<file path="src/rtl/mksr_pkg.sv">
// shared types, constants and key map of the keypad scan recorder
package mksr_pkg;

  // field widths
  localparam int OP_W    = 3;
  localparam int LEVEL_W = 12;
  localparam int INDEX_W = 4;
  localparam int CODE_W  = 8;
  localparam int LEN_W   = 4;

  // record depth default
  localparam int RECORD_DEPTH_DEF = 10;

  // wiring of the sampled levels
  localparam int ROW_COUNT    = 4;
  localparam int COLUMN_COUNT = 3;

  // key map size
  localparam int MAP_ROWS = 4;
  localparam int MAP_COLS = 3;

  localparam int SCAN_ROWS = (ROW_COUNT < MAP_ROWS) ? ROW_COUNT : MAP_ROWS;
  localparam int SCAN_COLS = (COLUMN_COUNT < MAP_COLS) ? COLUMN_COUNT : MAP_COLS;

  // telephone layout, row major
  localparam logic [CODE_W-1:0] KEY_MAP [MAP_ROWS][MAP_COLS] = '{
    '{8'h31, 8'h32, 8'h33},   // 1 2 3
    '{8'h34, 8'h35, 8'h36},   // 4 5 6
    '{8'h37, 8'h38, 8'h39},   // 7 8 9
    '{8'h2A, 8'h30, 8'h23}    // * 0 #
  };

  typedef enum logic [OP_W-1:0] {
    OP_SCAN  = 3'd0,
    OP_START = 3'd1,
    OP_STOP  = 3'd2,
    OP_CLEAR = 3'd3,
    OP_READ  = 3'd4
  } op_t;

endpackage

</file>
<file path="src/rtl/matrix_keypad_scan_recorder_top.sv">
// keypad scan recorder: command decode, key search and key record
// path: a word is taken into the input register, then into the result register, which drives the out_ side
// throughput: one word per cycle while out_stall does not hold a waiting result, set by the single
// registered pass from the input register to the result register; a waiting result still lets one new word in
// reset (rst_n low, synchronous): record zeroed, count zero, previous key none,
// scanning off, both pipeline stages empty
module matrix_keypad_scan_recorder_top
  import mksr_pkg::*;
#(
  parameter int RECORD_DEPTH = RECORD_DEPTH_DEF
) (
  input  logic               clk,
  input  logic               rst_n,
  // command words
  input  logic               in_valid,
  output logic               in_stall,
  input  logic [OP_W-1:0]    in_opcode,
  input  logic [LEVEL_W-1:0] in_column_levels,
  input  logic [INDEX_W-1:0] in_read_index,
  // result words
  output logic               out_valid,
  input  logic               out_stall,
  output logic [CODE_W-1:0]  out_key_code,
  output logic               out_new_press,
  output logic               out_stored,
  output logic [LEN_W-1:0]   out_record_length,
  output logic [CODE_W-1:0]  out_read_data,
  output logic               out_scanning_on
);

  // count holds 0..RECORD_DEPTH
  localparam int COUNT_W   = $clog2(RECORD_DEPTH + 1);
  localparam int LEN_EXT_W = (COUNT_W > LEN_W) ? COUNT_W : LEN_W;

  // ---------------------------------------------------------------
  // input register
  // ---------------------------------------------------------------
  logic               s1_valid_r;
  op_t                s1_op_r;
  logic [LEVEL_W-1:0] s1_levels_r;
  logic [INDEX_W-1:0] s1_index_r;

  // the stage moves on when the result register is empty or being taken
  logic advance;
  assign advance  = s1_valid_r && (!out_valid || !out_stall);
  assign in_stall = s1_valid_r && !advance;

  always_ff @(posedge clk) begin
    if (!rst_n) begin
      s1_valid_r <= 1'b0;
    end else if (!in_stall) begin
      s1_valid_r <= in_valid;
    end
  end

  always_ff @(posedge clk) begin
    if (in_valid && !in_stall) begin
      s1_op_r     <= op_t'(in_opcode);
      s1_levels_r <= in_column_levels;
      s1_index_r  <= in_read_index;
    end
  end

  // ---------------------------------------------------------------
  // block state
  // ---------------------------------------------------------------
  logic [CODE_W-1:0]  store_r [RECORD_DEPTH];
  logic [CODE_W-1:0]  store_nxt [RECORD_DEPTH];
  logic [COUNT_W-1:0] count_r, count_nxt;
  logic [CODE_W-1:0]  prev_key_r, prev_key_nxt;
  logic               scan_en_r, scan_en_nxt;

  // ---------------------------------------------------------------
  // key search: first pressed key in row-major order wins, so walk
  // backwards and let earlier positions overwrite later ones
  // ---------------------------------------------------------------
  logic [CODE_W-1:0] key_found;

  always_comb begin
    int pos;
    key_found = '0;
    for (int r = SCAN_ROWS - 1; r >= 0; r--) begin
      for (int c = SCAN_COLS - 1; c >= 0; c--) begin
        pos = r * COLUMN_COUNT + c;
        if (pos < LEVEL_W) begin
          if (!s1_levels_r[pos]) begin
            key_found = KEY_MAP[r][c];
          end
        end
      end
    end
  end

  // ---------------------------------------------------------------
  // read port of the record
  // ---------------------------------------------------------------
  logic [CODE_W-1:0] store_rd;

  always_comb begin
    store_rd = '0;
    for (int i = 0; i < RECORD_DEPTH; i++) begin
      if (int'(s1_index_r) == i) begin
        store_rd = store_r[i];
      end
    end
  end

  // ---------------------------------------------------------------
  // command execution
  // ---------------------------------------------------------------
  logic [COUNT_W-1:0] count_inc;
  logic               has_room;
  logic [CODE_W-1:0]  key_res;
  logic               fresh_res;
  logic               kept_res;
  logic [CODE_W-1:0]  rdata_res;

  assign count_inc = count_r + COUNT_W'(1);
  assign has_room  = count_r < COUNT_W'(RECORD_DEPTH);

  always_comb begin
    store_nxt    = store_r;
    count_nxt    = count_r;
    prev_key_nxt = prev_key_r;
    scan_en_nxt  = scan_en_r;
    key_res      = '0;
    fresh_res    = 1'b0;
    kept_res     = 1'b0;
    rdata_res    = '0;
    unique case (s1_op_r)
      OP_SCAN: begin
        // ticks while idle are dropped
        if (scan_en_r) begin
          key_res = key_found;
          if (key_found == '0) begin
            prev_key_nxt = '0;
          end else if (key_found != prev_key_r) begin
            fresh_res    = 1'b1;
            prev_key_nxt = key_found;
            if (has_room) begin
              // append, and blank the slot after it
              for (int i = 0; i < RECORD_DEPTH; i++) begin
                if (count_r == COUNT_W'(i)) begin
                  store_nxt[i] = key_found;
                end else if (count_inc == COUNT_W'(i)) begin
                  store_nxt[i] = '0;
                end
              end
              count_nxt = count_inc;
              kept_res  = 1'b1;
            end
          end
        end
      end
      OP_START: begin
        // only a start from idle rewinds the record
        if (!scan_en_r) begin
          count_nxt   = '0;
          scan_en_nxt = 1'b1;
        end
      end
      OP_STOP: begin
        scan_en_nxt = 1'b0;
      end
      OP_CLEAR: begin
        for (int i = 0; i < RECORD_DEPTH; i++) begin
          store_nxt[i] = '0;
        end
        count_nxt = '0;
      end
      OP_READ: begin
        // out-of-range index falls through the read mux as zero
        rdata_res = store_rd;
      end
      default: begin
      end
    endcase
  end

  always_ff @(posedge clk) begin
    if (!rst_n) begin
      for (int i = 0; i < RECORD_DEPTH; i++) begin
        store_r[i] <= '0;
      end
      count_r    <= '0;
      prev_key_r <= '0;
      scan_en_r  <= 1'b0;
    end else if (advance) begin
      store_r    <= store_nxt;
      count_r    <= count_nxt;
      prev_key_r <= prev_key_nxt;
      scan_en_r  <= scan_en_nxt;
    end
  end

  // ---------------------------------------------------------------
  // result register
  // ---------------------------------------------------------------
  logic                 out_valid_r;
  logic [CODE_W-1:0]    key_code_r;
  logic                 new_press_r;
  logic                 stored_r;
  logic [LEN_W-1:0]     length_r;
  logic [CODE_W-1:0]    read_data_r;
  logic                 scanning_r;
  logic [LEN_EXT_W-1:0] length_ext;

  // reported length is the low bits of the count
  assign length_ext = LEN_EXT_W'(count_nxt);

  always_ff @(posedge clk) begin
    if (!rst_n) begin
      out_valid_r <= 1'b0;
    end else if (advance) begin
      out_valid_r <= 1'b1;
    end else if (!out_stall) begin
      out_valid_r <= 1'b0;
    end
  end

  always_ff @(posedge clk) begin
    if (advance) begin
      key_code_r  <= key_res;
      new_press_r <= fresh_res;
      stored_r    <= kept_res;
      length_r    <= length_ext[LEN_W-1:0];
      read_data_r <= rdata_res;
      scanning_r  <= scan_en_nxt;
    end
  end

  assign out_valid         = out_valid_r;
  assign out_key_code      = key_code_r;
  assign out_new_press     = new_press_r;
  assign out_stored        = stored_r;
  assign out_record_length = length_r;
  assign out_read_data     = read_data_r;
  assign out_scanning_on   = scanning_r;

endmodule

</file>
<file path="config.mk">
export PLATFORM = sky130hd
export DESIGN_NAME = matrix_keypad_scan_recorder_top
export DESIGN_NICKNAME = d
export VERILOG_FILES = /design/src/rtl/mksr_pkg.sv /design/src/rtl/matrix_keypad_scan_recorder_top.sv
export SDC_FILE = /design/constraint.sdc
export NUM_CORES = 1
export LEC_CHECK = 0
export ABC_AREA = 1
export ABC_CLOCK_PERIOD_IN_PS = 2700
export CAP_MARGIN = 20
export CORE_MARGIN = 2
export CORE_UTILIZATION = 50
export DETAILED_ROUTE_END_ITERATION = 8
export DONT_BUFFER_PORTS = 1
export GPL_TIMING_DRIVEN = 0
export SLEW_MARGIN = 20
export SYNTH_ARGS = -nofsm -noshare
export SYNTH_HDL_FRONTEND = slang
export SYNTH_SLANG_ARGS = --single-unit
</file>
<file path="constraint.sdc">
create_clock -name clk -period 2.7 [get_ports clk]
set_input_delay 0.135 -clock clk [delete_from_list [all_inputs] [get_ports clk]]
set_output_delay 0.135 -clock clk [all_outputs]
set_load 0.005 [all_outputs]
</file>
==> flow_metrics.tcl, run 1 <==
set metrics [dict create \
    port_buffers 0 \
    cts_root_buf "clkbuf_16" \
    cts_buffers 9 \
    startpoint "out_stall" \
    fin_crit_ps 2510 \
    drtAntennaViolNets 0 \
    overflow 0 \
    worst_pin_slew_ps 894 \
    synth_ff_type "dfxtp_1" \
    dr.pass1.iters 5 \
    wirelength_mm 14.9 \
    die_x_um 111 \
    rsz0062_at_grt "false" \
    finalHoldViolCount 0 \
    htree_levels 3 \
    dieArea_um2 12300 \
    clock_latency_ps 350 \
    layout_commonest_cell "nand2_1" \
    clockBufferDepth 2 \
    cp-end-kind "flop" \
    yosys.cell_types.count 41 \
    synth_top_family_by_area "simple AND/OR/NAND/NOR gates" \
    cp_max_fo 25 \
    crit_type "in2reg" \
    r2r-start "out_valid" \
    path_clk_slew_ps 70 \
    startpoint_type "input port" \
    synthXorXnorAreaFrac_pct 0.153 \
    fmax_mhz 398 \
    slew_headroom_pct 40.4 \
    timing.hold.ws_ps 21.9 \
    arrival_ps 2800 \
    antenna_cells 0 \
    period_share_pct 93.0 \
    via_per_inst 5.19 \
    rows 39 \
    synth.avg_cell_area_um2 7.32 \
    drc 0 \
    status "completed" \
    drt_iter0_drc 369 \
    finalMaxSlewViolations 0 \
    ff2ff_setup_slack_ps 200 \
    via_count 5023 \
    netlist_area_um2 5720 \
    synth_seq_area_share_pct 45.5 \
    place.gp.congestion 0.906 \
    synth.area.top_cells "dfxtp_1, edfxtp_1, nand2_1" \
    avgRoutedWirePerCell_um 15.4 \
    grt_pass1_wl_mm 24.1 \
    hp-class "in2reg" \
    synth_top_area_share_pct 25.5 \
    rr_endpoint "store_r[58]" \
    drive_gt1_share_pct 7.64 \
    synth_edf_count 38 \
    dp_hpwl_mm 10.7 \
    cellPowerDensity_nw_per_um2 563 \
    synthAdderAreaFrac_pct 1.53 \
    setup_tns_ps 0 \
    p_total_mw 3.65 \
    io_pins 48 \
    max-vdd-ir-drop_uv 452 \
    synth_top_area_cell "dfxtp_1" \
    p_leak_nw 2.86 \
    antenna_found_initial 0 \
    synth_compound_area_share_pct 12.3 \
    cts_tree "yes" \
    grt_max_degree 26 \
    fp.coreArea_um2 11300 \
    initial_core_util_pct 50.8 \
    syn_to_final_growth_pct 13.2 \
    synthSimpleGateAreaFrac_pct 29.1 \
    synthMuxAreaShare_pct 0 \
    grt_pass1_vias 4752 \
    yosys_warnings 0 \
    maxCapViolCount 0 \
    nets 850 \
    dieHeight_um 111 \
    ff2ff_path_depth 9 \
    setup_violations 0 \
    async_reset_ff_share_pct 0 \
    skew_ps 4.20 \
    final_cell_mix "nand2_1, inv_1, nor2_1" \
    crit_required_ps 2990 \
    clock_sinks 111 \
    synth_cells 782 \
    endpoint "store_r[58]" \
    grt_use_total_pct 25.0 \
    ys_seq_elements 111 \
]
[metal layers]
layer	wire [µm]	vias up	GRT usage, %
met1	7090	2325	35.0
met5	0	-	0
met3	686	26	3.61
met2	6710	114	38.7
met4	425	0	11.3
li1	-	2558	-
[synthesized netlist by cell type (all sizes together), types with 2 or more instances]
cell and number:
dfxtp 73, o21ai 29, inv 124, buf 18, clkbuf 10, a211oi 2
o22ai 9, nand3 38, a31oi 3, a21oi 74, o221ai 2, edfxtp 38
nand2 192, o211ai 3, nor3 11, ha 7, nand4 14, nor2 125
[report_power, final]
part | switching [mW] | internal [mW]
clock | 0.624 | 0.815
combinational | 0.255 | 0.121
sequential | 0.0359 | 1.79
[worst min path at each step]
stage,start,to,cells after the start
after floorplan,in_read_index[0],s1_index_r[0],0
after global placement,in_column_levels[1],s1_levels_r[1],0
after detailed placement,in_column_levels[11],s1_levels_r[11],0
after CTS,rst_n,prev_key_r[4],2
after global routing,rst_n,prev_key_r[4],2
final,rst_n,prev_key_r[4],2
[registers in the layout (all words and copies together) (netlist names)]
register / count
out_scanning_on: 1
s1_valid_r: 1
s1_index_r: 4
out_valid: 1
scan_en_r: 1
out_read_data: 6
out_key_code: 6
count_r: 4
s1_levels_r: 12
out_stored: 1
s1_op_r: 3
prev_key_r: 6
out_new_press: 1
store_r: 60
out_record_length: 4
[repair_timing]
action / 4_1_cts / 5_1_grt
gates resized for setup: 1 / 2
hold buffers: 21 / 0
setup endpoints to repair: 15 / 52
endpoints found under the hold margin: 21 / 0
pin swaps: 0 / 1
gates cloned: 0 / 0
buffers inserted: 0 / 3
[layout make-up]
| cell class | count | area (µm²) |
|---|---|---|
| multi-input cells | 521 | 2490 |
| clock buffers | 9 | 225 |
| fillers | 1055 | 4790 |
| inverters | 125 | 473 |
| well taps | 143 | 179 |
| repair buffers | 24 | 233 |
| clock inverters | 7 | 96.3 |
| plain buffers | 28 | 181 |
| flip-flops and latches | 111 | 2600 |
[per-stage QoR]
stage          instances  utilization (%)  instance area (µm²)  setup WS [ps]
2_1_floorplan        785                -                 5730            566
3_3_place_gp         928             52.4                 5910           3.78
3_5_place_dp         928             52.4                 5910          -40.8
4_1_cts              965             57.2                 6450            110
5_1_grt              968             57.5                 6480           25.3
6_report             968             57.5                 6480            189
[logic make-up after synthesis]
family	count (synthesis)
other cells	1
fa+ha+maj	7
buf+inv	153
simple gates	382
xor+xnor	1
flops	111
compound gates	127
[worst max-delay path, stage by stage]
cell and delay [ps]:
dlygate4sd3_1 550, nand2_1 110, nand2_1 230, clkinvlp_4 460, o21ai_0 190, a21oi_1 200
buf_4 290, buf_2 270, nand4_1 180, a21oi_2 170
Power figures use the tool's default switching activity.
==> run 2, diff against run 1 <==
--- a/config.mk
+++ b/config.mk
@@ -13,6 +13,7 @@
 export DETAILED_ROUTE_END_ITERATION = 8
 export DONT_BUFFER_PORTS = 1
 export GPL_TIMING_DRIVEN = 0
+export PLACE_DENSITY = 0.75
 export SLEW_MARGIN = 20
 export SYNTH_ARGS = -nofsm -noshare
 export SYNTH_HDL_FRONTEND = slang
==> flow_metrics.tcl, run 2 (synthesized netlist as in run 1, its figures left out) <==
set metrics [dict create \
    fillCellCount 1086 \
    crit_type "reg2reg" \
    dieArea_um2 12300 \
    period_share_pct 93.6 \
    ff2ff_path_depth 15 \
    critical_path_depth 15 \
    cp_max_fo 10 \
    wirelength_mm 14.0 \
    cts_tree "yes" \
    grt_max_degree 26 \
    fin_area_um2 6400 \
    rows 39 \
    fmax_mhz 396 \
    largestRegisters "store_r x60, s1_levels_r x12" \
    avgRoutedWirePerCell_um 14.5 \
    path_cells "inv_1, nor2_1, nand3_1, nor2_4, nor2_1, a21oi_1, nand2_1, nor2_2, nand3_2, nand2_1, nand2_1, buf_6, buf_2, nand4_1, a21oi_2" \
    grtUsageMet2_pct 37.5 \
    maxCapViolCount 0 \
    largest_register_ffs 60 \
    startpoint "s1_levels_r[9]" \
    grt.busiest_layer "met2" \
    grt_pass1_wl_mm 23.0 \
    cts_root_buf "clkbuf_16" \
    placed_cell_area_um2 5910 \
    fp.coreArea_um2 11300 \
    dr.pass1.iters 7 \
    endpoint "store_r[58]" \
    drive_gt1_share_pct 6.81 \
    setup_violations 0 \
    port_buffers 0 \
    grtUsageMet3_pct 3.44 \
    final_cell_mix "nand2_1, inv_1, nor2_1" \
    finalHoldViolCount 0 \
    ff2ff_setup_slack_ps 170 \
    crit_buf_inv 3 \
    cts_buffers 9 \
    hp-class "in2reg" \
    use_met1_pct 31.9 \
    setup_slack_ps 172 \
    slew_headroom_pct 48.1 \
    die_x_um 111 \
    antenna_cells 0 \
    overflow 0 \
    drc 0 \
    rsz0062_at_grt "false" \
    top_register "store_r" \
    place.gp.congestion 0.959 \
    crit_top_cell "nand2_1" \
    status "completed" \
    fin_crit_ps 2530 \
    cp_slowest_cell "edfxtp_1" \
    rr_endpoint "store_r[58]" \
    pre_cts_slack_ps -81.8 \
    finalMaxSlewViolations 0 \
    cp-end-kind "flop" \
    nets 847 \
    grt_use_total_pct 23.5 \
    arrival_ps 2750 \
    critical-path-max-stage-delay_ps 370 \
    p_leak_nw 2.83 \
    drtAntennaViolNets 0 \
    io_pins 48 \
    drt_iter0_drc 354 \
    skew_ps 6.76 \
    syn_to_final_growth_pct 11.8 \
    worst_pin_slew_ps 759 \
    cellPowerDensity_nw_per_um2 539 \
    antenna_found_initial 0 \
    max-vdd-ir-drop_uv 386 \
    timing.hold.ws_ps 19.5 \
    clockBufferDepth 2 \
    layout_commonest_cell "nand2_1" \
    via_per_inst 5.14 \
    r2r-start "s1_levels_r[9]" \
    dp_hpwl_mm 9.92 \
    htree_levels 3 \
    startpoint_type "flop" \
    crit_required_ps 2920 \
    dieHeight_um 111 \
    via_count 4962 \
    initial_core_util_pct 50.8 \
    p_total_mw 3.45 \
    grt_pass1_vias 4622 \
    worst_path_dominant_cell_family "simple AND/OR/NAND/NOR gates" \
    clock_latency_ps 360 \
    clock_sinks 111 \
    path_clk_slew_ps 70 \
]
run 2: cell types whose count changed in the layout (fill, tap and decap cells not counted):
cell and change:
buf_4 -3, clkinv_2 +1, clkbuf_1 +4, bufinv_16 -2, clkbuf_8 +1, clkinvlp_4 -3, inv_6 -1
run 2: what timing repair did:
action                                  in CTS  in global routing
endpoints found under the setup margin      28                 44
buffers inserted                             0                  0
endpoints found under the hold margin       21                  0
resized for setup                            1                  2
hold buffers                                21                  0
run 2: layout make-up:
| class | instances | area (µm²) | share of cell area [%] |
|---|---|---|---|
| flip-flops and latches | 111 | 2600 | 40.7 |
| multi-input cells | 521 | 2490 | 38.9 |
| plain buffers | 28 | 181 | 2.84 |
| inverters | 125 | 473 | 7.39 |
| clock inverters | 2 | 10.0 | 0.156 |
| clock buffers | 14 | 254 | 3.97 |
| well taps | 143 | 179 | 2.80 |
| repair buffers | 21 | 210 | 3.29 |
run 2: worst register-to-register path, stage by stage, from the launching register on:
cell,delay [ps]
edfxtp_1,370
inv_1,60
nor2_1,190
nand3_1,150
nor2_4,250
nor2_1,70
a21oi_1,150
nand2_1,80
nor2_2,140
nand3_2,160
nand2_1,90
nand2_1,80
buf_6,200
buf_2,190
nand4_1,130
a21oi_2,80
run 2: routing by layer:
layer  wire length (µm)  part of all wire, %
met5                  0                    0
met4                299                  2.1
met3                609                  4.4
met2               6480                   46
met1               6590                   47
run 2: how the worst min path moves through the flow:
stage | startpoint | endpoint | slack [ps] | cells after the start
2_1_floorplan | in_read_index[0] | s1_index_r[0] | 230 | 0
3_3_place_gp | in_column_levels[9] | s1_levels_r[9] | 230 | 0
3_5_place_dp | in_column_levels[11] | s1_levels_r[11] | 230 | 0
4_1_cts | rst_n | prev_key_r[4] | 2 | 2
5_1_grt | rst_n | prev_key_r[4] | 20 | 2
6_report | rst_n | prev_key_r[4] | 20 | 2
run 2: where the power goes:
part	internal [mW]	switching, mW	total [mW]
Clock	0.651	0.599	1.25
Combinational	0.119	0.246	0.365
Sequential	1.80	0.0375	1.83
Total	2.57	0.882	3.45
run 2: through the flow:
stage	std cells	util, %	setup TNS [ps]
after floorplan	785	-	0
after global placement	928	52.4	-12.3
after detailed placement	928	52.4	-590
after CTS	965	56.7	0
after global routing	965	56.8	0
final	965	56.8	0
